## src/design/smap_pkg.sv

```systemverilog
// shared types and constants for the sphere-map texel address unit
`timescale 1ns / 1ps
`default_nettype none

package smap_pkg;

    localparam int MAX_TEX_DIM   = 4096;
    localparam int DIM_W         = 13;
    localparam int COORD_W       = 12;
    localparam int INDEX_W       = 24;
    localparam int DIR_W         = 16;
    localparam int GUARD_BITS    = 8;

    // square root chain: one result bit per cell
    localparam int SQ_RAD_W      = 52;
    localparam int SQ_ROOT_W     = SQ_RAD_W / 2;
    localparam int SQ_REM_W      = SQ_ROOT_W + 2;
    localparam int SQ_CELLS      = SQ_ROOT_W;

    // divider chain: one quotient bit per cell
    localparam int DIV_Q_W       = 13;
    localparam int DIV_DEN_W     = 26;
    localparam int DIV_NUM_W     = DIV_DEN_W - 1 + DIV_Q_W;
    localparam int DIV_CELLS     = DIV_Q_W;

    typedef enum logic [1:0] {
        CFG_TEX_WIDTH   = 2'd0,
        CFG_TEX_HEIGHT  = 2'd1,
        CFG_TEX_PRESENT = 2'd2
    } cfg_idx_t;

    typedef struct packed {
        logic [SQ_RAD_W-1:0]  rad;
        logic [SQ_REM_W-1:0]  rem;
        logic [SQ_ROOT_W-1:0] root;
    } sq_t;

    typedef struct packed {
        logic [DIV_Q_W-1:0]   lo;
        logic [DIV_DEN_W-1:0] rem;
        logic [DIV_Q_W-1:0]   q;
        logic [DIV_DEN_W-1:0] den;
    } div_t;

endpackage

`default_nettype wire

```

## src/design/smap_div_cell.sv

```systemverilog
// one restoring step of the pipelined divider
`timescale 1ns / 1ps
`default_nettype none

module smap_div_cell
    import smap_pkg::*;
(
    input  wire logic clk,
    input  wire logic en,
    input  wire div_t d_in,
    output div_t      d_out
);

    div_t                 d_reg;
    div_t                 d_next;
    logic [DIV_DEN_W:0]   rem_sh;

    always_comb
    begin
        rem_sh     = {d_in.rem, d_in.lo[DIV_Q_W-1]};
        d_next.lo  = {d_in.lo[DIV_Q_W-2:0], 1'b0};
        d_next.den = d_in.den;
        if (rem_sh >= {1'b0, d_in.den})
        begin
            d_next.rem = DIV_DEN_W'(rem_sh - {1'b0, d_in.den});
            d_next.q   = {d_in.q[DIV_Q_W-2:0], 1'b1};
        end
        else
        begin
            d_next.rem = rem_sh[DIV_DEN_W-1:0];
            d_next.q   = {d_in.q[DIV_Q_W-2:0], 1'b0};
        end
    end

    always_ff @(posedge clk)
    begin
        if (en)
        begin
            d_reg <= d_next;
        end
    end

    assign d_out = d_reg;

endmodule

`default_nettype wire

```

## config.mk

```make
export PLATFORM = sky130hd
export DESIGN_NAME = smap_div_cell
export DESIGN_NICKNAME = d
export VERILOG_FILES = /design/src/design/smap_pkg.sv /design/src/design/smap_div_cell.sv
export SDC_FILE = /design/constraint.sdc
export NUM_CORES = 1
export LEC_CHECK = 0
export ABC_AREA = 1
export BUFFER_PORTS_ARGS = -buffer_cell sky130_fd_sc_hd__buf_2
export CAP_MARGIN = 20
export CORE_MARGIN = 2
export CORE_UTILIZATION = 52
export CTS_BUF_LIST = sky130_fd_sc_hd__clkbuf_16
export CTS_CLUSTER_SIZE = 14
export DETAILED_ROUTE_END_ITERATION = 6
export GPL_TIMING_DRIVEN = 0
export HOLD_SLACK_MARGIN = 0.06
export PLACE_DENSITY = 0.85
export SETUP_SLACK_MARGIN = 0.02
export SLEW_MARGIN = 25
export SYNTH_ARGS = -nofsm -noshare
export SYNTH_HDL_FRONTEND = slang
export SYNTH_SLANG_ARGS = --single-unit
```

## constraint.sdc

```tcl
create_clock -name clk -period 2.2 [get_ports clk]
set_clock_uncertainty 0.2 [all_clocks]
set_input_delay 0.11 -clock clk [delete_from_list [all_inputs] [get_ports clk]]
set_output_delay 0.11 -clock clk [all_outputs]
set_load 0.005 [all_outputs]
```

==> impl_summary.md, run 1 <==
STA
Dividing the final minimum period by the clock period gives a little over 90%. The final setup violation count is 0. The setup TNS after final layout is 0 ns. Derived from the worst setup path, the maximum achievable clock frequency is between 0.4 and 0.5 GHz. The final hold violation count was 0. The number of max-slew violations in the final report is 0. Setup repair after global routing left no endpoint under its margin. The smallest clock period supported by the final layout is computed as a little over 2 ns.

Worst setup path
Data arrives at the worst endpoint at about 1.9 ns. The kind of launch point of the worst setup path is an input port. The kind of end point of the critical path is a flop. Data on the critical path is required at its endpoint by approximately 2.1 ns. Traced cell by cell, the critical path runs through buf_2, inv_1, ha_1, nand2_1, inv_2, nand2_1, inv_1, nand2_1, nand3_2, nand2_2, nand3_4, buf_6, nand3_1, nand2_1. On the critical path, the stage with the largest delay is an instance of sky130_fd_sc_hd__ha_1. The critical path's most frequent cell is sky130_fd_sc_hd__nand2_1. In this run the worst setup path begins at d_in[10]. The maximum net fanout on the critical path is 10. The stage delay of the slowest cell on the critical path is 0.35 ns. The kind of critical path is input port to flop.

Power and ir drop
For this design the ratio of total power to cell area is 670 nW/um2. The static leakage power is approximately 3.6 nW. The total power of the final layout is around 4.6 mW. IR analysis of the VDD net gives a maximum drop of 445 uV.

Die
The effective utilization at floorplan is a little over half. In this run the count of I/O pins placed on the die edge is 158. The floorplan die height is roughly 100 um. The area of the die is between 10000 and 15000 um2. The total core area is about 9200 um2. The floorplan has 35 rows. From left edge to right edge, the die measures 100 um.

Drt
The routed design has 14600 um of wire. Dividing the detail-routed wire length by the instance count gives between 15 and 20 um. The count of routing violations after the opening detailed-route iteration is 287. The total number of vias is ~4600.

The pre-antenna-repair detailed-routing pass consisted of 5 iterations. The count of nets left with antenna violations once routing finished came out at 0. After detailed routing, the number of vias per cell comes to between 4 and 5.

For this run, design rule violations remaining after detail routing come to 0.

GRT
The number of antenna violations at the first check in global routing came to 0. Global routing consumed, on the met2 layer, a little over half of the routing resources. Entering global routing, the biggest net connects 46 pins. The number of global-route vias before repair is roughly 4600.

The final global-route overflow total is 0. The layer flagged by global routing as most heavily used is met2. The first-pass GRT wire length is about 23000 um. The global routing usage on met3 is about 3.7%.

For this run, global-route usage on met1 was measured as a little under two fifths. The global-route usage over all layers is around 29%.

Yosys
The largest total area in the synthesized netlist belongs to sky130_fd_sc_hd__edfxtp_1. Counting every net in the synthesized netlist gives a little under 700. Dividing the synthesized area by the synthesized cell count gives 8.39 um2. In this run, distinct cell masters in the synthesized netlist total 34. The proportion of synthesized flip-flops having asynchronous set or reset is 0%. In this run, synthesis inferred 77 flip-flops with an integrated enable. The synthesized netlist occupies a cell area of between 4000 and 5000 um2. By area the synthesized netlist is led by sky130_fd_sc_hd__edfxtp_1 (48%), sky130_fd_sc_hd__nand2_1 (15%), sky130_fd_sc_hd__inv_1 (9.2%), sky130_fd_sc_hd__ha_1 (6.7%), sky130_fd_sc_hd__nand3_1 (2.8%). For this run, the number of Yosys warnings is 0. The top cell type's share of synthesized area is between 40% and 50%. Sorting the synthesized cells by how often they occur yields sky130_fd_sc_hd__nand2_1 (193), sky130_fd_sc_hd__inv_1 (118), sky130_fd_sc_hd__edfxtp_1 (77), sky130_fd_sc_hd__nand3_1 (27), sky130_fd_sc_hd__ha_1 (26).

The gate count after technology mapping is a little under 600. sky130_fd_sc_hd__nand2_1 is the most common cell in the netlist. Synthesis inferred a little under 80 register bits. The prevailing post-synth register cell is sky130_fd_sc_hd__edfxtp_1.

Sequential cells were found to cover 47.8% of the synthesized design area.

Job
Across the run, the number of max-cap violations was 0.

Placement
The detailed placer's ending HPWL is just over 10000 um. During placement, the flow inserted port buffers numbering 155. At the end of routability-driven placement, the weighted congestion stood at around 0.87.

CTS
The CTS buffer count is 9. In this run the number of H-tree levels came out at 3. The clock sink total is 77. The maximum buffer depth of the clock tree is 2. TritonCTS built the clock tree. The cell sitting at the root of the clock tree is a sky130_fd_sc_hd__clkbuf_16. Clock-pin slew was measured on the worst setup and hold paths at around 0.070 ns.

Cells and area
0 antenna diodes ended up in the layout. At the end of the flow the core is filled with cells to roughly three quarters. The area overhead of the layout relative to synthesis is 42.1%. The fill cell instance count of the final layout is 650. The register with the most flip-flops in the layout has 77 of them. At the end of the flow, the number of nets in the layout was just over 900.

In the final layout, the share of cells above drive strength 1 is between 20% and 30%.

Hold path
The startpoint identified for the worst hold timing path is en. In this run the worst hold path is classified as input port to flop.

Run status
The run finished with clean final reports.
-- routing by layer --
| layer | wire (um) | share of wire (%) |
|---|---|---|
| met5 | 0 | 0 |
| met4 | 244 | 1.7 |
| met3 | 655 | 4.5 |
| met2 | 7370 | 51 |
| met1 | 6300 | 43 |
-- worst paths after layout --
| kind | endpoint | cells after the start |
|---|---|---|
| worst max-delay path | d_out[61]$_DFFE_PP_ | 14 |
| worst min-delay path | d_out[75]$_DFFE_PP_ | 1 |
-- stage by stage --
stage | setup WS (ns) | instance area, um2 | hold WS, ns | cells
6_report | 0.169 | 6880 | 0.0570 | 938
5_1_grt | 0.0383 | 6880 | 0.0667 | 938
4_1_cts | 0.221 | 6860 | 0.0602 | 936
3_5_place_dp | -0.134 | 5780 | 0.0881 | 844
3_3_place_gp | -0.130 | 5750 | 0.0873 | 843
2_1_floorplan | 0.311 | 4840 | 0.00887 | 577
-- area by class of cell --
cell class | instances | area [um2] | area share, %
inverter | 127 | 477 | 6.93
tap | 111 | 139 | 2.02
buffer | 8 | 71.3 | 1.04
clock buffer | 9 | 225 | 3.27
timing repair buffer | 234 | 1570 | 22.9
sequential | 77 | 2310 | 33.6
multi-input combinational | 365 | 1980 | 28.8
clock inverter | 7 | 97.6 | 1.42
-- critical path, delay by kind of cell --
| kind | cells | cell delay (ns) |
|---|---|---|
| simple gates | 8 | 1.01 |
| fa+ha+maj | 1 | 0.35 |
| buf+inv | 5 | 0.45 |
-- power breakdown --
group | total [mW] | internal (mW) | switching, mW
combinational | 1.12 | 0.486 | 0.634
sequential | 1.84 | 1.80 | 0.0404
clock | 1.65 | 1.00 | 0.645
total | 4.61 | 3.29 | 1.32
-- cells in the final DEF, fill, tap and decap left out, types with 8 or more instances in the layout --
cell type / instances
sky130_fd_sc_hd__o21ai_2: 10
sky130_fd_sc_hd__nand4_1: 18
sky130_fd_sc_hd__inv_2: 9
sky130_fd_sc_hd__edfxtp_1: 77
sky130_fd_sc_hd__a21oi_1: 12
sky130_fd_sc_hd__dlygate4sd3_1: 76
sky130_fd_sc_hd__nand3_1: 27
sky130_fd_sc_hd__clkbuf_16: 9
sky130_fd_sc_hd__xor2_1: 13
sky130_fd_sc_hd__ha_1: 25
sky130_fd_sc_hd__nor2_1: 25
sky130_fd_sc_hd__nand2_2: 8
sky130_fd_sc_hd__inv_1: 118
sky130_fd_sc_hd__buf_2: 156
sky130_fd_sc_hd__nand2_1: 193
-- what timing repair did --
item | in CTS | in global routing
endpoints found under the hold margin | 76 | 0
setup buffers | 0 | 2
resized for setup | 0 | 3
hold buffers | 76 | 0
endpoints found under the setup margin | 0 | 9
-- kinds of logic (layout without fill, tap and decap cells) --
| kind of cell | count (synthesis) | after routing | share of synthesized area [%] |
|---|---|---|---|
| AOI/OAI and AO/OA | 30 | 30 | 4.21 |
| xor gates and xnor gates | 13 | 13 | 2.35 |
| adders and majority gates | 27 | 27 | 7.14 |
| buffers and inverters | 135 | 385 | 11.3 |
| DFF | 77 | 77 | 47.8 |
| other | 1 | 1 | 0.0775 |
| and+or+nand+nor | 294 | 294 | 27.1 |
Note: power is estimated with default switching activity, not from simulation.
==> run 2: changes to the inputs <==
--- a/config.mk
+++ b/config.mk
@@ -8,6 +8,7 @@
 export ABC_AREA = 1
 export BUFFER_PORTS_ARGS = -buffer_cell sky130_fd_sc_hd__buf_2
 export CAP_MARGIN = 20
+export CORE_ASPECT_RATIO = 0.5
 export CORE_MARGIN = 2
 export CORE_UTILIZATION = 52
 export CTS_BUF_LIST = sky130_fd_sc_hd__clkbuf_16
@@ -17,7 +18,7 @@
 export HOLD_SLACK_MARGIN = 0.06
 export PLACE_DENSITY = 0.85
 export SETUP_SLACK_MARGIN = 0.02
-export SLEW_MARGIN = 25
+export SLEW_MARGIN = 20
 export SYNTH_ARGS = -nofsm -noshare
 export SYNTH_HDL_FRONTEND = slang
 export SYNTH_SLANG_ARGS = --single-unit
==> impl_summary.md, run 2 (synthesized netlist as in run 1, its figures left out) <==
Die
The number of primary I/O pins came to 158 (unchanged). The area of the die is 10100 um2 (about the same). The number of placement rows came to 24 (was 35). The die width is 140 um (was 100 um). The effective utilization at floorplan is 54.6% (was 52.9%). The floorplan die height is 72.2 um (was 100 um). The total core area was 8860 um2 (was 9150 um2).

Worst setup path
The maximum net fanout on the critical path is 4 (was 10). The arrival time of data at the critical path endpoint came to 2.00 ns (was 1.92 ns). The required time of the worst setup path is 2.09 ns (about the same).

The kind of end point of the critical path is a flop (unchanged). The kind of critical path is input port to flop (unchanged). The kind of launch point of the worst setup path was an input port (unchanged).

CTS
The clock sink total is 77 (unchanged). The maximum buffer depth of the clock tree is 2 (unchanged). The cell at the root of the clock tree is sky130_fd_sc_hd__clkbuf_16 (unchanged). The deepest level of the CTS H-tree came to 3 (unchanged). The register clock-pin slew on the reported worst setup and hold paths is 0.06 ns (was 0.07 ns). The CTS tree was yes (unchanged). The CTS buffer count is 9 (unchanged).

Drt
The count of routing violations after the opening detailed-route iteration was 686 (was 287). The total number of vias is 5027 (was 4609). The final routed wirelength across all metal layers was 16200 um (was 14600 um). The count of nets left with antenna violations after detail routing is 0 (unchanged).

The average wire per standard cell came to 17.2 um (was 15.5 um). The detailed-route DRC error count is 7 (was 0). The average via count per standard cell is 5.34 (was 4.91).

The first-pass detailed-route iteration total is 7 (was 5).

Power and ir drop
The power density of the placed cells is 667 nW/um2 (was 670 nW/um2). The part of the power in registers is 40.2% (was 40.0%). The total power of the final layout came to 4.58 mW (was 4.61 mW). The relative contribution of combinational cells to total power is 25.6% (was 24.3%). The design internal power is 3.19 mW (was 3.29 mW). The switching portion of total power was 30.4% (was 28.6%). The peak supply drop is 364 uV (was 445 uV).

The switching component of the power is 1.39 mW (was 1.32 mW). The static leakage power is 3.57 nW (about the same). The clock share of power is 34.2% (was 35.7%).

STA
At the pin with the least slew margin, the transition time is 0.529 ns. The final critical delay including setup and external delays is 2.11 ns (was 2.03 ns). The minimum setup slack in the final design is 0.0904 ns (was 0.169 ns). Measured against its own limit, the worst slew margin works out to around 65%. The number of max-slew violations in the final report is 0 (unchanged). The peak clock frequency supported by timing is 0.474 GHz (was 0.492 GHz). RSZ-0062 raised after global routing: no (unchanged). The ratio of final minimum period to clock period is 95.9% (was 92.3%).

The final setup violation count came to 0 (unchanged). The final hold violation count came to 0 (unchanged).

Hold path
The worst min-delay path class is input port to flop (unchanged).

Placement
The worst-case setup slack after placement came to -0.219 ns (was -0.134 ns). The detailed placer's ending HPWL came to 10200 um (was 10100 um). The count of input and output buffers was 155 (unchanged).

The final estimated routing congestion in global placement is 0.943 (was 0.875).

GRT
The number of global-route vias before repair is 4836 (was 4647). The global-route usage over all layers is 31.3% (was 29.5%). The number of antenna violations at the first check in global routing is 0 (unchanged). The final global-route overflow total was 0 (unchanged). The pin count of the biggest net entering global routing is 45 (was 46). The first-pass GRT wire length was 24300 um (was 22900 um).

Cells and area
The number of flip-flops in the largest register was 77 (unchanged). The total inserted antenna cells came to 0 (unchanged). The commonest non-fill, non-tap cell in the layout was sky130_fd_sc_hd__nand2_1 (unchanged). The fill cell instance count of the final layout is 610 (was 650).

The share of layout cells above drive strength 1 is 27.2% (was 27.1%). The area overhead of the layout relative to synthesis came to 41.9% (was 42.1%). The post-layout net count is 927 (was 929). Top library cells by usage in the layout, fill and taps aside: sky130_fd_sc_hd__nand2_1 (192), sky130_fd_sc_hd__buf_2 (156), sky130_fd_sc_hd__inv_1 (118) (was sky130_fd_sc_hd__nand2_1 (193), sky130_fd_sc_hd__buf_2 (156), sky130_fd_sc_hd__inv_1 (118)).

Run status
The final reports fail on DRC. Outcome: finished, violations left (was finished clean).

Job
The number of violations of the max-capacitance limit is 0 (unchanged).
[run 2: cell count changes in the layout (fill, tap and decap cells not counted), sizes merged]
cell,before,now
bufinv,2,1
clkinv,2,1
inv,129,132
clkinvlp,1,0
buf,165,163
[run 2: through the flow]
step | TNS (ns) | area (um2) | utilization (%) | instances | hold WS [ns]
after floorplan | 0 | 4840 | - | 577 | 0.00887
after global placement | -1.83 | 5760 | 65.0 | 849 | 0.0867
after detailed placement | -2.26 | 5780 | 65.3 | 850 | 0.0881
after CTS | 0 | 6850 | 77.3 | 942 | 0.0715
after global routing | 0 | 6870 | 77.5 | 942 | 0.0768
final | 0 | 6870 | 77.5 | 942 | 0.0727
[run 2: timing repair]
item | CTS | global route
gates resized for setup | 0 | 5
endpoints found under the hold margin | 76 | 0
buffers inserted | 0 | 0
endpoints found under the setup margin | 0 | 11
hold buffers | 76 | 0
[run 2: cell type report]
type,instances,area [um2],share of cell area (%)
Buffer,8,71.3,1.04
Clock buffer,9,225,3.28
Clock inverter,7,78.8,1.15
Inverter,127,477,6.94
Multi-Input combinational cell,365,2000,29.1
Sequential cell,77,2310,33.7
Tap cell,117,146,2.13
Timing Repair Buffer,232,1560,22.7
[run 2: path summary, 6_finish.rpt]
kind | from | to | slack, ns | cells past startpoint
worst min-delay path | en | d_out[22]$_DFFE_PP_ | 0.07 | 1
worst max-delay path | d_in[77] | d_out[55]$_DFFE_PP_ | 0.09 | 14
[run 2: worst max-delay path, cell delays in order]
cell and delay, ns:
sky130_fd_sc_hd__buf_2 0.09, sky130_fd_sc_hd__inv_1 0.06, sky130_fd_sc_hd__ha_1 0.14, sky130_fd_sc_hd__inv_1 0.07, sky130_fd_sc_hd__fa_1 0.43, sky130_fd_sc_hd__inv_1 0.13
sky130_fd_sc_hd__nor2_1 0.08, sky130_fd_sc_hd__o21ai_0 0.18, sky130_fd_sc_hd__nand2_1 0.21, sky130_fd_sc_hd__nand2_1 0.10, sky130_fd_sc_hd__nand2_1 0.11, sky130_fd_sc_hd__xor2_1 0.16
sky130_fd_sc_hd__nand2_1 0.06, sky130_fd_sc_hd__nand2_1 0.06
[run 2: routing by layer]
metal  wire length [um]  up-vias  track usage [%]  part of all wire [%]
met3               1720       81             7.26                    11
met1               6500     2291             40.0                    40
met4                671        0             11.4                   4.1
li1                   -     2315                -                     -
met2               7360      340             53.3                    45
met5                  0        -                0                     0
[run 2: power groups by stage]
stage / sequential [mW] / combinational [mW] / clock [mW]
floorplan: 1.89 / 0.548 / 0
global placement: 1.86 / 0.953 / 0
detailed placement: 1.87 / 0.984 / 0
CTS: 1.84 / 1.10 / 1.56
global route: 1.86 / 1.26 / 1.63
finish: 1.84 / 1.17 / 1.57
