`config.mk`:
```
export PLATFORM = sky130hd
export DESIGN_NAME = smap_sqrt_cell
export DESIGN_NICKNAME = d
export VERILOG_FILES = /design/src/design/smap_pkg.sv /design/src/design/smap_sqrt_cell.sv
export SDC_FILE = /design/constraint.sdc
export NUM_CORES = 1
export LEC_CHECK = 0
export ABC_CLOCK_PERIOD_IN_PS = 5000
export BUFFER_PORTS_ARGS = -buffer_cell sky130_fd_sc_hd__buf_2
export CAP_MARGIN = 0
export CORE_MARGIN = 1.5
export CORE_UTILIZATION = 30
export DETAILED_ROUTE_END_ITERATION = 8
export GPL_TIMING_DRIVEN = 0
export MAX_ROUTING_LAYER = met4
export PLACE_DENSITY = 0.51
export SLEW_MARGIN = 20
export SYNTH_ARGS = -nofsm -noshare
export SYNTH_HDL_FRONTEND = slang
export SYNTH_SLANG_ARGS = --single-unit
```
`constraint.sdc`:
```
create_clock -name clk -period 5 [get_ports clk]
set_input_delay 1 -clock clk [delete_from_list [all_inputs] [get_ports clk]]
set_output_delay 1 -clock clk [all_outputs]
set_load 0.05 [all_outputs]
```
`src/design/smap_pkg.sv`:
```
// shared types and constants for the sphere-map texel address unit
`timescale 1ns / 1ps
`default_nettype none

package smap_pkg;

    localparam int MAX_TEX_DIM   = 4096;
    localparam int DIM_W         = 13;
    localparam int COORD_W       = 12;
    localparam int INDEX_W       = 24;
    localparam int DIR_W         = 16;
    localparam int GUARD_BITS    = 8;

    // square root chain: one result bit per cell
    localparam int SQ_RAD_W      = 52;
    localparam int SQ_ROOT_W     = SQ_RAD_W / 2;
    localparam int SQ_REM_W      = SQ_ROOT_W + 2;
    localparam int SQ_CELLS      = SQ_ROOT_W;

    // divider chain: one quotient bit per cell
    localparam int DIV_Q_W       = 13;
    localparam int DIV_DEN_W     = 26;
    localparam int DIV_NUM_W     = DIV_DEN_W - 1 + DIV_Q_W;
    localparam int DIV_CELLS     = DIV_Q_W;

    typedef enum logic [1:0] {
        CFG_TEX_WIDTH   = 2'd0,
        CFG_TEX_HEIGHT  = 2'd1,
        CFG_TEX_PRESENT = 2'd2
    } cfg_idx_t;

    typedef struct packed {
        logic [SQ_RAD_W-1:0]  rad;
        logic [SQ_REM_W-1:0]  rem;
        logic [SQ_ROOT_W-1:0] root;
    } sq_t;

    typedef struct packed {
        logic [DIV_Q_W-1:0]   lo;
        logic [DIV_DEN_W-1:0] rem;
        logic [DIV_Q_W-1:0]   q;
        logic [DIV_DEN_W-1:0] den;
    } div_t;

endpackage

`default_nettype wire

```
`src/design/smap_sqrt_cell.sv`:
```
// one digit step of the pipelined integer square root
`timescale 1ns / 1ps
`default_nettype none

module smap_sqrt_cell
    import smap_pkg::*;
(
    input  wire logic clk,
    input  wire logic en,
    input  wire sq_t  d_in,
    output sq_t       d_out
);

    sq_t                  d_reg;
    sq_t                  d_next;
    logic [SQ_REM_W+1:0]  rem_sh;
    logic [SQ_REM_W+1:0]  trial;

    always_comb
    begin
        rem_sh = {d_in.rem, d_in.rad[SQ_RAD_W-1 -: 2]};
        trial  = {2'b00, d_in.root, 2'b01};
        d_next.rad = {d_in.rad[SQ_RAD_W-3:0], 2'b00};
        if (rem_sh >= trial)
        begin
            d_next.rem  = SQ_REM_W'(rem_sh - trial);
            d_next.root = {d_in.root[SQ_ROOT_W-2:0], 1'b1};
        end
        else
        begin
            d_next.rem  = rem_sh[SQ_REM_W-1:0];
            d_next.root = {d_in.root[SQ_ROOT_W-2:0], 1'b0};
        end
    end

    always_ff @(posedge clk)
    begin
        if (en)
        begin
            d_reg <= d_next;
        end
    end

    assign d_out = d_reg;

endmodule

`default_nettype wire

```
==> metrics.txt, run 1 <==
# TYPE chip_impl_metric gauge
chip_impl_metric{name="cts-htree-levels",unit=""} 3
chip_impl_metric{name="layout-drive-gt1-share",unit="%"} 40.6
chip_impl_metric{name="power.density",unit="mW/mm^2"} 380
chip_impl_info{name="critical_path.cell_chain",value="buf_2 -> inv_1 -> ha_1 -> a21o_1 -> a21oi_2 -> a2111o_1 -> nand3b_1 -> a311o_2 -> o21ba_4 -> buf_6 -> mux2_4"} 1
chip_impl_metric{name="finalHoldViolCount",unit=""} 0
chip_impl_info{name="root_buffer",value="sky130_fd_sc_hd__clkbuf_16"} 1
chip_impl_metric{name="syn_area",unit="mm^2"} 0.00507
chip_impl_metric{name="gp_congestion",unit=""} 0.811
chip_impl_info{name="synthFlopType",value="sky130_fd_sc_hd__edfxtp_1"} 1
chip_impl_metric{name="dp.final_hpwl",unit="um"} 10600
chip_impl_metric{name="floorplan.die_area",unit="mm^2"} 0.0177
chip_impl_metric{name="io_buffer_count",unit=""} 211
chip_impl_metric{name="max-cap-violations",unit=""} 0
chip_impl_info{name="critical_path.slowest_cell",value="sky130_fd_sc_hd__a311o_2"} 1
chip_impl_metric{name="violation_count_after_the_first_detailed_route_iteration",unit=""} 165
chip_impl_metric{name="ys_seq_area_share",unit="%"} 61.6
chip_impl_metric{name="post_cts_hold_fix_bufs",unit=""} 0
chip_impl_metric{name="first_global_vias",unit=""} 3845
chip_impl_metric{name="wire_per_inst",unit="um"} 15.7
chip_impl_metric{name="crit_path_max_incr_delay",unit="ns"} 0.39
chip_impl_info{name="endpoint",value="d_out[45]"} 1
chip_impl_metric{name="setup_viol_count_final",unit=""} 0
chip_impl_metric{name="cts_buffers",unit=""} 9
chip_impl_metric{name="final_std_cell_area_no_fill",unit="mm^2"} 0.00675
chip_impl_metric{name="synth_edf_count",unit=""} 104
chip_impl_metric{name="clkSlewWorstSetupHoldPaths",unit="ns"} 0.07
chip_impl_metric{name="count_of_yosys_warnings_during_synthesis",unit=""} 0
chip_impl_metric{name="die-height",unit="um"} 133
chip_impl_metric{name="chipWidth",unit="um"} 133
chip_impl_metric{name="netlist_instances",unit=""} 406
chip_impl_metric{name="core.rowCount",unit=""} 47
chip_impl_metric{name="timing.critical_path.arrival",unit="ns"} 3.43
chip_impl_metric{name="synth-seq-cells",unit=""} 104
chip_impl_metric{name="drt-pass1-iter-count",unit=""} 5
chip_impl_metric{name="std_cell_core_area",unit="mm^2"} 0.0165
chip_impl_metric{name="cts.repair.resized",unit=""} 0
chip_impl_info{name="cp-start-kind",value="input port"} 1
chip_impl_info{name="worst_setup_path_end_kind",value="register"} 1
chip_impl_metric{name="drc_errors",unit=""} 0
chip_impl_metric{name="clk_path_buf_depth",unit=""} 2
chip_impl_metric{name="timing.critical_path.required",unit="ns"} 5.10
chip_impl_metric{name="vias",unit=""} 3991
chip_impl_metric{name="post_cts_buffers",unit=""} 0
chip_impl_metric{name="layout-area-overhead-vs-synth",unit="%"} 33.0
chip_impl_info{name="layout_common_cells",value="215 x sky130_fd_sc_hd__buf_2, 104 x sky130_fd_sc_hd__edfxtp_1, 39 x sky130_fd_sc_hd__a21oi_1, 38 x sky130_fd_sc_hd__inv_1, 37 x sky130_fd_sc_hd__nor2_1"} 1
chip_impl_info{name="grt_setup_unrepaired",value="false"} 1
chip_impl_metric{name="final_cell_count_no_fill",unit=""} 856
chip_impl_metric{name="global_route_wire_length_before_repair",unit="um"} 20300
chip_impl_metric{name="globalRoute.totalOverflow",unit=""} 0
chip_impl_metric{name="grtUsageTotal",unit="%"} 15.6
chip_impl_metric{name="fmax",unit="MHz"} 301
chip_impl_info{name="tritoncts",value="built"} 1
chip_impl_metric{name="nNetsFinal",unit=""} 766
chip_impl_metric{name="synth_top_area_share",unit="%"} 61.6
chip_impl_metric{name="clock_sink_count",unit=""} 104
chip_impl_metric{name="ios",unit=""} 214
chip_impl_metric{name="drt_wl_total",unit="um"} 13400
chip_impl_info{name="crit_path_launch",value="d_in[2]"} 1
chip_impl_metric{name="floorplan.initialDensity",unit="%"} 30.7
chip_impl_metric{name="worstPathMaxFanout",unit=""} 10
chip_impl_metric{name="timing_max_transition_violations_final",unit=""} 0
chip_impl_metric{name="post_synth_num_cell_types",unit=""} 54
chip_impl_info{name="netlist.top_cell.by_area",value="sky130_fd_sc_hd__edfxtp_1"} 1
chip_impl_info{name="mostFrequentLayoutCell",value="sky130_fd_sc_hd__buf_2"} 1
chip_impl_metric{name="dpl_cell_area",unit="mm^2"} 0.00644
chip_impl_metric{name="synth.avg_cell_area",unit="um^2"} 12.5
chip_impl_metric{name="place.detailed.instances",unit=""} 839
chip_impl_metric{name="tns",unit="ns"} 0
chip_impl_info{name="ys_top_cells_by_area",value="sky130_fd_sc_hd__edfxtp_1 62%, sky130_fd_sc_hd__ha_1 6.9%, sky130_fd_sc_hd__a21oi_1 3.8%"} 1
chip_impl_metric{name="grt_start_max_net_pins",unit=""} 62
chip_impl_info{name="outcome",value="finished clean"} 1
chip_impl_metric{name="vdd_drop_max",unit="mV"} 0.149
chip_impl_info{name="hold_path_class",value="in2reg"} 1
chip_impl_metric{name="viasPerCell",unit=""} 4.66
chip_impl_metric{name="timing.final.crit_share",unit="%"} 66.5
chip_impl_metric{name="drtAntennaViolNets",unit=""} 0
chip_impl_metric{name="leakage_power",unit="nW"} 3.02
chip_impl_metric{name="final.min_clock_period",unit="ns"} 3.33
chip_impl_metric{name="largest_register_ffs",unit=""} 104
chip_impl_metric{name="number_of_antenna_violations_at_the_first_check_in_global_routing",unit=""} 1
chip_impl_metric{name="synth_async_sr_flop_share",unit="%"} 0
chip_impl_info{name="kind_of_critical_path",value="in2reg"} 1
[through the flow]
stage / util, % / hold slack [ns] / power, mW / setup WS, ns
2_1_floorplan: - / 1.10 / 1.66 / 1.74
5_1_grt: 40.8 / 0.796 / 2.68 / 1.52
6_report: 40.8 / 0.818 / 2.57 / 1.67
3_5_place_dp: 39.0 / 1.18 / 1.87 / 1.29
4_1_cts: 40.8 / 0.801 / 2.60 / 1.68
3_3_place_gp: 38.8 / 1.18 / 1.86 / 1.32
[synthesized netlist by cell type, types with 2 or more instances]
master / number
sky130_fd_sc_hd__a221o_1: 2
sky130_fd_sc_hd__a21boi_0: 2
sky130_fd_sc_hd__xnor2_1: 14
sky130_fd_sc_hd__a31o_2: 3
sky130_fd_sc_hd__a21oi_1: 39
sky130_fd_sc_hd__or2_2: 4
sky130_fd_sc_hd__nand4_1: 7
sky130_fd_sc_hd__nor2b_1: 2
sky130_fd_sc_hd__o21ai_1: 2
sky130_fd_sc_hd__mux2_4: 5
sky130_fd_sc_hd__o21bai_1: 2
sky130_fd_sc_hd__inv_1: 38
sky130_fd_sc_hd__buf_4: 3
sky130_fd_sc_hd__nand2b_1: 3
sky130_fd_sc_hd__a31oi_1: 3
sky130_fd_sc_hd__buf_6: 3
sky130_fd_sc_hd__a21o_1: 7
sky130_fd_sc_hd__and3_1: 4
sky130_fd_sc_hd__o21a_1: 5
sky130_fd_sc_hd__a21oi_2: 2
sky130_fd_sc_hd__edfxtp_1: 104
sky130_fd_sc_hd__nor2_1: 37
sky130_fd_sc_hd__buf_2: 5
sky130_fd_sc_hd__o21ai_0: 16
sky130_fd_sc_hd__or3_1: 6
sky130_fd_sc_hd__o211ai_1: 2
sky130_fd_sc_hd__xor2_1: 8
sky130_fd_sc_hd__nand2_1: 22
sky130_fd_sc_hd__nand3_1: 4
sky130_fd_sc_hd__ha_1: 28
[how the worst min path moves through the flow]
stage | start | endpoint | slack [ns] | depth (start not counted)
after CTS | d_in[99] | d_out[101] | 0.80 | 1
final | d_in[99] | d_out[101] | 0.82 | 1
after global routing | d_in[97] | d_out[99] | 0.80 | 1
after global placement | d_in[83] | d_out[85] | 1.18 | 1
after floorplan | d_in[98] | d_out[100] | 1.10 | 0
after detailed placement | d_in[99] | d_out[101] | 1.18 | 1
[layer usage]
layer	part of all wire (%)	wire [um]	global-route usage [%]	vias to the layer above
met3	7.6	1020	4.44	17
met1	44	5910	19.3	1873
li1	-	-	-	1936
met5	0	0	-	-
met4	1.8	245	5.37	0
met2	47	6260	24.6	165
[critical path: cells and delay by family]
| kind | cells | cell delay [ns] |
|---|---|---|
| mux | 1 | 0.32 |
| compound gates | 5 | 1.31 |
| buf+inv | 3 | 0.31 |
| simple gates | 1 | 0.13 |
| fa+ha+maj | 1 | 0.35 |
[area by class of cell]
class / count / area, um^2
Antenna cell: 1 / 2.50
Buffer: 12 / 85.1
Clock buffer: 10 / 229
Clock inverter: 6 / 76.3
Fill cell: 1666 / 9770
Inverter: 39 / 146
Multi-Input combinational cell: 252 / 1720
Sequential cell: 104 / 3120
Tap cell: 220 / 275
Timing Repair Buffer: 212 / 1090
[power by group]
part           leakage [nW]  total [mW]  switching (mW)  internal (mW)
clock                 0.143       0.724           0.327          0.396
combinational          1.86       0.754           0.538          0.216
sequential             1.02        1.09          0.0203           1.07
[logic make-up (layout without fill, tap and decap cells)]
logic type                 Yosys count  in the layout  share of synthesized area, %
AOI/OAI and AO/OA                   99             99                          12.6
muxes                                6              6                          1.68
and+or+nand+nor                     95             95                          8.80
other                                1              3                        0.0739
xor gates and xnor gates            22             22                          3.80
buffers and inverters               51            279                          4.56
DFF                                104            104                          61.6
adders and majority gates           28             28                          6.91
Note: power is estimated with default switching activity, not from simulation.
==> run 2, diff against run 1 <==
--- a/config.mk
+++ b/config.mk
@@ -5,7 +5,7 @@
 export SDC_FILE = /design/constraint.sdc
 export NUM_CORES = 1
 export LEC_CHECK = 0
-export ABC_CLOCK_PERIOD_IN_PS = 5000
+export ABC_CLOCK_PERIOD_IN_PS = 2950
 export BUFFER_PORTS_ARGS = -buffer_cell sky130_fd_sc_hd__buf_2
 export CAP_MARGIN = 0
 export CORE_MARGIN = 1.5
@@ -13,7 +13,7 @@
 export DETAILED_ROUTE_END_ITERATION = 8
 export GPL_TIMING_DRIVEN = 0
 export MAX_ROUTING_LAYER = met4
-export PLACE_DENSITY = 0.51
+export PLACE_DENSITY = 0.53
 export SLEW_MARGIN = 20
 export SYNTH_ARGS = -nofsm -noshare
 export SYNTH_HDL_FRONTEND = slang
==> constraint.sdc (replaced) <==
create_clock -name clk -period 2.95 [get_ports clk]
set_input_delay 0.59 -clock clk [delete_from_list [all_inputs] [get_ports clk]]
set_output_delay 0.59 -clock clk [all_outputs]
set_load 0.05 [all_outputs]
==> metrics.txt, run 2 (synthesis results as in run 1) <==
# TYPE chip_impl_metric gauge
chip_impl_metric{name="ios",unit=""} 214
chip_impl_info{name="critical_path.slowest_cell",value="sky130_fd_sc_hd__a2111o_1"} 1
chip_impl_metric{name="setup_viol_count_final",unit=""} 0
chip_impl_metric{name="cts_buffers",unit=""} 9
chip_impl_metric{name="finalHoldViolCount",unit=""} 0
chip_impl_metric{name="clock_sink_count",unit=""} 104
chip_impl_metric{name="p_int",unit="mW"} 2.78
chip_impl_metric{name="chipWidth",unit="um"} 133
chip_impl_metric{name="leakage_power",unit="nW"} 3.02
chip_impl_metric{name="switching_share",unit="%"} 35.6
chip_impl_metric{name="power",unit="mW"} 4.31
chip_impl_info{name="worst_setup_path_end_kind",value="register"} 1
chip_impl_info{name="hold_path_class",value="in2reg"} 1
chip_impl_metric{name="cts-htree-levels",unit=""} 3
chip_impl_metric{name="vdd_drop_max",unit="mV"} 0.256
chip_impl_info{name="route.top_layer_used",value="met4"} 1
chip_impl_metric{name="share_comb_of_total_power",unit="%"} 29.6
chip_impl_metric{name="core.rowCount",unit=""} 47
chip_impl_info{name="crit_path_launch",value="d_in[0]"} 1
chip_impl_metric{name="drc_errors",unit=""} 0
chip_impl_metric{name="crit_path_max_incr_delay",unit="ns"} 0.46
chip_impl_metric{name="violation_count_after_the_first_detailed_route_iteration",unit=""} 172
chip_impl_metric{name="hold_slack",unit="ns"} 0.412
chip_impl_info{name="kind_of_critical_path",value="in2reg"} 1
chip_impl_metric{name="largest_register_ffs",unit=""} 104
chip_impl_metric{name="met2_wirelength",unit="um"} 6450
chip_impl_metric{name="post_cts_buffers",unit=""} 0
chip_impl_metric{name="cp_num_buf_inv",unit=""} 3
chip_impl_metric{name="clkSlewWorstSetupHoldPaths",unit="ns"} 0.07
chip_impl_metric{name="globalRoute.totalOverflow",unit=""} 0
chip_impl_metric{name="max-cap-violations",unit=""} 0
chip_impl_metric{name="clk_path_buf_depth",unit=""} 2
chip_impl_metric{name="dr_wl_met3",unit="um"} 1120
chip_impl_info{name="cp-start-kind",value="input port"} 1
chip_impl_metric{name="first_global_vias",unit=""} 3920
chip_impl_info{name="tritoncts",value="built"} 1
chip_impl_metric{name="drtAntennaViolNets",unit=""} 0
chip_impl_metric{name="grt_start_max_net_pins",unit=""} 63
chip_impl_info{name="critical_path.cell_chain",value="buf_2 -> inv_1 -> ha_1 -> nor2b_1 -> o21ai_2 -> a2111o_1 -> nand3b_1 -> a311o_2 -> o21ba_4 -> buf_6 -> mux2_4"} 1
chip_impl_metric{name="final.min_clock_period",unit="ns"} 2.85
chip_impl_metric{name="dpl_cell_area",unit="mm^2"} 0.00644
chip_impl_info{name="layout_common_cells",value="215 x sky130_fd_sc_hd__buf_2, 104 x sky130_fd_sc_hd__edfxtp_1, 38 x sky130_fd_sc_hd__inv_1, 37 x sky130_fd_sc_hd__a21oi_1, 37 x sky130_fd_sc_hd__nor2_1"} 1
chip_impl_metric{name="viasPerCell",unit=""} 4.62
chip_impl_metric{name="io_buffer_count",unit=""} 211
chip_impl_metric{name="power.density",unit="mW/mm^2"} 637
chip_impl_metric{name="seq_power_share",unit="%"} 42.9
chip_impl_metric{name="nNetsFinal",unit=""} 766
chip_impl_metric{name="timing.final.crit_share",unit="%"} 96.7
chip_impl_metric{name="std_cell_core_area",unit="mm^2"} 0.0165
chip_impl_info{name="root_buffer",value="sky130_fd_sc_hd__clkbuf_16"} 1
chip_impl_metric{name="timing.critical_path.required",unit="ns"} 3.05
chip_impl_metric{name="wire_per_inst",unit="um"} 15.7
chip_impl_metric{name="worstPathMaxFanout",unit=""} 10
chip_impl_metric{name="fmax",unit="MHz"} 351
chip_impl_metric{name="layout-area-overhead-vs-synth",unit="%"} 33.2
chip_impl_metric{name="nFillCells",unit=""} 1642
chip_impl_metric{name="floorplan.die_area",unit="mm^2"} 0.0177
chip_impl_metric{name="clock_power_share",unit="%"} 27.5
chip_impl_metric{name="drt_wl_total",unit="um"} 13400
chip_impl_metric{name="post_cts_hold_fix_bufs",unit=""} 0
chip_impl_metric{name="die-height",unit="um"} 133
chip_impl_info{name="cpLargestDelayFamily",value="compound AO/OA/AOI/OAI gates"} 1
chip_impl_metric{name="layout-drive-gt1-share",unit="%"} 41.3
chip_impl_metric{name="routedLengthMet1",unit="um"} 5630
chip_impl_info{name="holdCritStartpoint",value="d_in[69]"} 1
chip_impl_metric{name="drt-pass1-iter-count",unit=""} 4
chip_impl_metric{name="num_antenna_cells",unit=""} 0
chip_impl_metric{name="gp_congestion",unit=""} 0.867
chip_impl_metric{name="timing.critical_path.arrival",unit="ns"} 2.95
chip_impl_metric{name="vias",unit=""} 3954
chip_impl_metric{name="tns",unit="ns"} 0
chip_impl_metric{name="final_std_cell_area_no_fill",unit="mm^2"} 0.00676
chip_impl_metric{name="number_of_antenna_violations_at_the_first_check_in_global_routing",unit=""} 0
chip_impl_metric{name="global_route_wire_length_before_repair",unit="um"} 20400
chip_impl_info{name="grt_setup_unrepaired",value="false"} 1
chip_impl_metric{name="timing_max_transition_violations_final",unit=""} 0
chip_impl_metric{name="grtUsageTotal",unit="%"} 15.5
chip_impl_info{name="outcome",value="finished clean"} 1
chip_impl_info{name="mostFrequentLayoutCell",value="sky130_fd_sc_hd__buf_2"} 1
chip_impl_metric{name="psw",unit="mW"} 1.53
chip_impl_metric{name="final_util",unit="%"} 40.9
chip_impl_metric{name="floorplan.initialDensity",unit="%"} 30.7
chip_impl_metric{name="dp.final_hpwl",unit="um"} 10500
-- run 2: through the flow --
stage                     instances  setup slack (ns)
final                           855            0.0976
after global routing            855           0.00431
after CTS                       855            0.0596
after detailed placement        839            -0.335
after global placement          838            -0.313
after floorplan                 407             0.101
-- run 2: final timing paths --
| path | slack [ns] | cells past startpoint | to |
|---|---|---|---|
| worst max-delay path | 0.1 | 11 | d_out[52] |
| worst min-delay path | 0.41 | 1 | d_out[71] |
-- run 2: what timing repair did --
item,4_1_cts,5_1_grt
endpoints found under the hold margin,0,0
gates resized for setup,0,5
setup endpoints to repair,0,17
-- run 2: layout make-up --
cell class	instances	area (um^2)	area share, %
Timing Repair Buffer	212	1090	16.1
Multi-Input combinational cell	252	1750	25.9
Clock buffer	10	229	3.39
Inverter	39	146	2.17
Tap cell	220	275	4.07
Clock inverter	6	62.6	0.926
Buffer	12	85.1	1.26
Sequential cell	104	3120	46.2
-- run 2: metal layers --
metal	track usage (%)	vias up
li1	-	1932
met1	18.6	1824
met2	25.6	180
met3	3.49	18
met4	5.56	0
met5	-	-
-- run 2: power by group through the flow --
stage	Sequential (mW)	Clock (mW)	Combinational, mW
after detailed placement	1.88	0	1.28
after floorplan	2.42	0	0.387
final	1.85	1.19	1.28
after global routing	1.86	1.28	1.36
after global placement	1.88	0	1.26
after CTS	1.85	1.23	1.28
==> run 3, diff against run 2 <==
--- a/config.mk
+++ b/config.mk
@@ -5,7 +5,8 @@
 export SDC_FILE = /design/constraint.sdc
 export NUM_CORES = 1
 export LEC_CHECK = 0
-export ABC_CLOCK_PERIOD_IN_PS = 2950
+export ABC_AREA = 1
+export ABC_CLOCK_PERIOD_IN_PS = 3500
 export BUFFER_PORTS_ARGS = -buffer_cell sky130_fd_sc_hd__buf_2
 export CAP_MARGIN = 0
 export CORE_MARGIN = 1.5
@@ -13,7 +14,7 @@
 export DETAILED_ROUTE_END_ITERATION = 8
 export GPL_TIMING_DRIVEN = 0
 export MAX_ROUTING_LAYER = met4
-export PLACE_DENSITY = 0.53
+export PLACE_DENSITY = 0.5
 export SLEW_MARGIN = 20
 export SYNTH_ARGS = -nofsm -noshare
 export SYNTH_HDL_FRONTEND = slang
==> constraint.sdc (replaced) <==
create_clock -name clk -period 3.5 [get_ports clk]
set_input_delay 0.7 -clock clk [delete_from_list [all_inputs] [get_ports clk]]
set_output_delay 0.7 -clock clk [all_outputs]
set_load 0.05 [all_outputs]
==> metrics.txt, run 3 <==
# TYPE chip_impl_metric gauge
chip_impl_info{name="outcome",value="finished clean"} 1
chip_impl_metric{name="floorplan.initialDensity",unit="%"} 30.5
chip_impl_metric{name="largest_register_ffs",unit=""} 104
chip_impl_metric{name="yosys.area_share.xor_xnor",unit="%"} 1.78
chip_impl_metric{name="io_buffer_count",unit=""} 211
chip_impl_info{name="mostFrequentLayoutCell",value="sky130_fd_sc_hd__nand2_1"} 1
chip_impl_metric{name="synth_async_sr_flop_share",unit="%"} 0
chip_impl_metric{name="gp_congestion",unit=""} 0.889
chip_impl_metric{name="nNetsFinal",unit=""} 1024
chip_impl_metric{name="clkSlewWorstSetupHoldPaths",unit="ns"} 0.08
chip_impl_info{name="ys_top_cells_by_area",value="sky130_fd_sc_hd__edfxtp_1 53%, sky130_fd_sc_hd__nand2_1 14%, sky130_fd_sc_hd__inv_1 8.3%"} 1
chip_impl_metric{name="dpl_cell_area",unit="mm^2"} 0.00732
chip_impl_metric{name="ios",unit=""} 214
chip_impl_metric{name="clock_sink_count",unit=""} 104
chip_impl_metric{name="synth_top_area_share",unit="%"} 53.0
chip_impl_metric{name="layout-drive-gt1-share",unit="%"} 30.0
chip_impl_metric{name="syn_area",unit="mm^2"} 0.00589
chip_impl_metric{name="tns",unit="ns"} 0
chip_impl_info{name="layout_common_cells",value="222 x sky130_fd_sc_hd__nand2_1, 210 x sky130_fd_sc_hd__buf_2, 130 x sky130_fd_sc_hd__inv_1, 104 x sky130_fd_sc_hd__edfxtp_1, 55 x sky130_fd_sc_hd__nand3_1"} 1
chip_impl_metric{name="finalHoldViolCount",unit=""} 0
chip_impl_metric{name="synth_mux_area_share",unit="%"} 0
chip_impl_metric{name="worstPathMaxFanout",unit=""} 10
chip_impl_metric{name="fmax",unit="MHz"} 425
chip_impl_metric{name="die-height",unit="um"} 143
chip_impl_metric{name="drc_errors",unit=""} 0
chip_impl_metric{name="number_of_antenna_violations_at_the_first_check_in_global_routing",unit=""} 3
chip_impl_metric{name="clk_path_buf_depth",unit=""} 2
chip_impl_info{name="grt_setup_unrepaired",value="false"} 1
chip_impl_metric{name="synth_edf_count",unit=""} 104
chip_impl_metric{name="viasPerCell",unit=""} 4.23
chip_impl_metric{name="post_synth_and_or_nand_nor_area_fraction",unit="%"} 27.2
chip_impl_metric{name="timing_max_transition_violations_final",unit=""} 0
chip_impl_metric{name="vdd_drop_max",unit="mV"} 0.216
chip_impl_info{name="synth.cells.most_frequent",value="222 x sky130_fd_sc_hd__nand2_1, 130 x sky130_fd_sc_hd__inv_1, 104 x sky130_fd_sc_hd__edfxtp_1"} 1
chip_impl_metric{name="setup_viol_count_final",unit=""} 0
chip_impl_metric{name="drt-pass1-iter-count",unit=""} 4
chip_impl_info{name="tritoncts",value="built"} 1
chip_impl_info{name="kind_of_critical_path",value="in2reg"} 1
chip_impl_metric{name="timing.final.crit_share",unit="%"} 67.3
chip_impl_metric{name="timing.critical_path.arrival",unit="ns"} 2.46
chip_impl_metric{name="max-cap-violations",unit=""} 0
chip_impl_metric{name="std_cell_core_area",unit="mm^2"} 0.0193
chip_impl_metric{name="drtAntennaViolNets",unit=""} 0
chip_impl_metric{name="dp.final_hpwl",unit="um"} 12900
chip_impl_info{name="synthFlopType",value="sky130_fd_sc_hd__edfxtp_1"} 1
chip_impl_metric{name="ys_seq_area_share",unit="%"} 53.0
chip_impl_metric{name="drt_wl_total",unit="um"} 16000
chip_impl_metric{name="wire_per_inst",unit="um"} 13.8
chip_impl_metric{name="grtUsageTotal",unit="%"} 16.1
chip_impl_metric{name="violation_count_after_the_first_detailed_route_iteration",unit=""} 213
chip_impl_info{name="root_buffer",value="sky130_fd_sc_hd__clkbuf_16"} 1
chip_impl_metric{name="final_std_cell_area_no_fill",unit="mm^2"} 0.00761
chip_impl_info{name="cp-start-kind",value="input port"} 1
chip_impl_metric{name="core.rowCount",unit=""} 51
chip_impl_metric{name="chipWidth",unit="um"} 143
chip_impl_metric{name="cts-htree-levels",unit=""} 3
chip_impl_metric{name="cts_buffers",unit=""} 9
chip_impl_metric{name="globalRoute.totalOverflow",unit=""} 0
chip_impl_info{name="synth_top_family_by_area",value="simple AND/OR/NAND/NOR gates"} 1
chip_impl_info{name="netlist.top_cell.by_area",value="sky130_fd_sc_hd__edfxtp_1"} 1
chip_impl_metric{name="floorplan.die_area",unit="mm^2"} 0.0205
chip_impl_metric{name="synth-adder-area-share",unit="%"} 5.94
chip_impl_metric{name="fraction_of_the_mapped_netlist_area_in_compound_gates",unit="%"} 1.91
chip_impl_metric{name="synth.avg_cell_area",unit="um^2"} 8.88
chip_impl_metric{name="post_synth_num_cell_types",unit=""} 31
chip_impl_metric{name="count_of_yosys_warnings_during_synthesis",unit=""} 0
chip_impl_info{name="synth.most_common_cell",value="sky130_fd_sc_hd__nand2_1"} 1
chip_impl_metric{name="layout-area-overhead-vs-synth",unit="%"} 29.2
chip_impl_metric{name="netlist_instances",unit=""} 664
chip_impl_metric{name="post_cts_buffers",unit=""} 0
chip_impl_info{name="worst_setup_path_end_kind",value="register"} 1
chip_impl_metric{name="power.density",unit="mW/mm^2"} 476
chip_impl_info{name="crit_path_launch",value="d_in[18]"} 1
chip_impl_metric{name="global_route_wire_length_before_repair",unit="um"} 24500
chip_impl_metric{name="cts.repair.resized",unit=""} 0
chip_impl_metric{name="final.min_clock_period",unit="ns"} 2.35
chip_impl_metric{name="vias",unit=""} 4909
chip_impl_metric{name="synth-seq-cells",unit=""} 104
chip_impl_metric{name="first_global_vias",unit=""} 4781
chip_impl_metric{name="grt_start_max_net_pins",unit=""} 70
chip_impl_metric{name="post_cts_hold_fix_bufs",unit=""} 0
chip_impl_info{name="endpoint",value="d_out[40]"} 1
chip_impl_metric{name="leakage_power",unit="nW"} 3.90
chip_impl_info{name="hold_path_class",value="in2reg"} 1
chip_impl_metric{name="timing.critical_path.required",unit="ns"} 3.60
-- run 3: stage by stage --
step           instances  worst slack (ns)  total power, mW  hold slack [ns]  util (%)
2_1_floorplan        665              1.22             2.36            0.799         -
3_3_place_gp        1141             0.590             2.67            0.876      37.7
3_5_place_dp        1142             0.756             2.67            0.878      37.9
4_1_cts             1158              1.13             3.68            0.501      39.3
5_1_grt             1161             0.979             3.81            0.497      39.4
6_report            1161              1.15             3.62            0.515      39.4
-- run 3: worst min path at each step --
stage                     startpoint         end  slack (ns)  cells after the start
after floorplan             d_in[98]  d_out[100]        0.80                      0
after global placement      d_in[90]   d_out[92]        0.88                      1
after detailed placement    d_in[62]   d_out[64]        0.88                      1
after CTS                   d_in[72]   d_out[74]        0.50                      1
after global routing        d_in[60]   d_out[62]        0.50                      1
final                       d_in[99]  d_out[101]        0.52                      1
-- run 3: routing by layer --
metal  GRT usage (%)  vias to the layer above  wire length, um  part of all wire (%)
li1                -                     2576                -                     -
met1            19.6                     2159             7100                    44
met2            26.7                      165             7450                    46
met3            4.23                        9             1330                   8.3
met4            3.42                        0              138                  0.86
met5               -                        -                0                     0
-- run 3: critical path: stages --
cell and delay (ns):
sky130_fd_sc_hd__buf_2 0.09, sky130_fd_sc_hd__inv_1 0.04, sky130_fd_sc_hd__ha_1 0.38, sky130_fd_sc_hd__nand2_1 0.15, sky130_fd_sc_hd__nor2_1 0.20, sky130_fd_sc_hd__nand2_1 0.10
sky130_fd_sc_hd__inv_1 0.09, sky130_fd_sc_hd__nand3_2 0.10, sky130_fd_sc_hd__nand3_2 0.12, sky130_fd_sc_hd__nand2_4 0.11, sky130_fd_sc_hd__buf_4 0.23, sky130_fd_sc_hd__nand3_2 0.09
sky130_fd_sc_hd__nand2_1 0.05
-- run 3: power by group --
group          internal, mW  switching, mW
sequential             1.52         0.0254
clock                 0.501          0.489
combinational         0.282          0.809
-- run 3: final cells by class --
type	count	area, um^2
buffer	11	106
sequential	104	3120
clock inverter	6	60.1
fill	2036	11700
inverter	130	488
clock buffer	10	229
timing repair buffer	212	1090
tap	265	332
multi-input combinational	420	2180
antenna	3	7.51
-- run 3: kinds of logic after synthesis --
| logic type | after synthesis |
|---|---|
| simple gates | 357 |
| buf+inv | 141 |
| flops | 104 |
| fa+ha+maj | 28 |
| compound gates | 21 |
| xor+xnor | 12 |
| other cells | 1 |
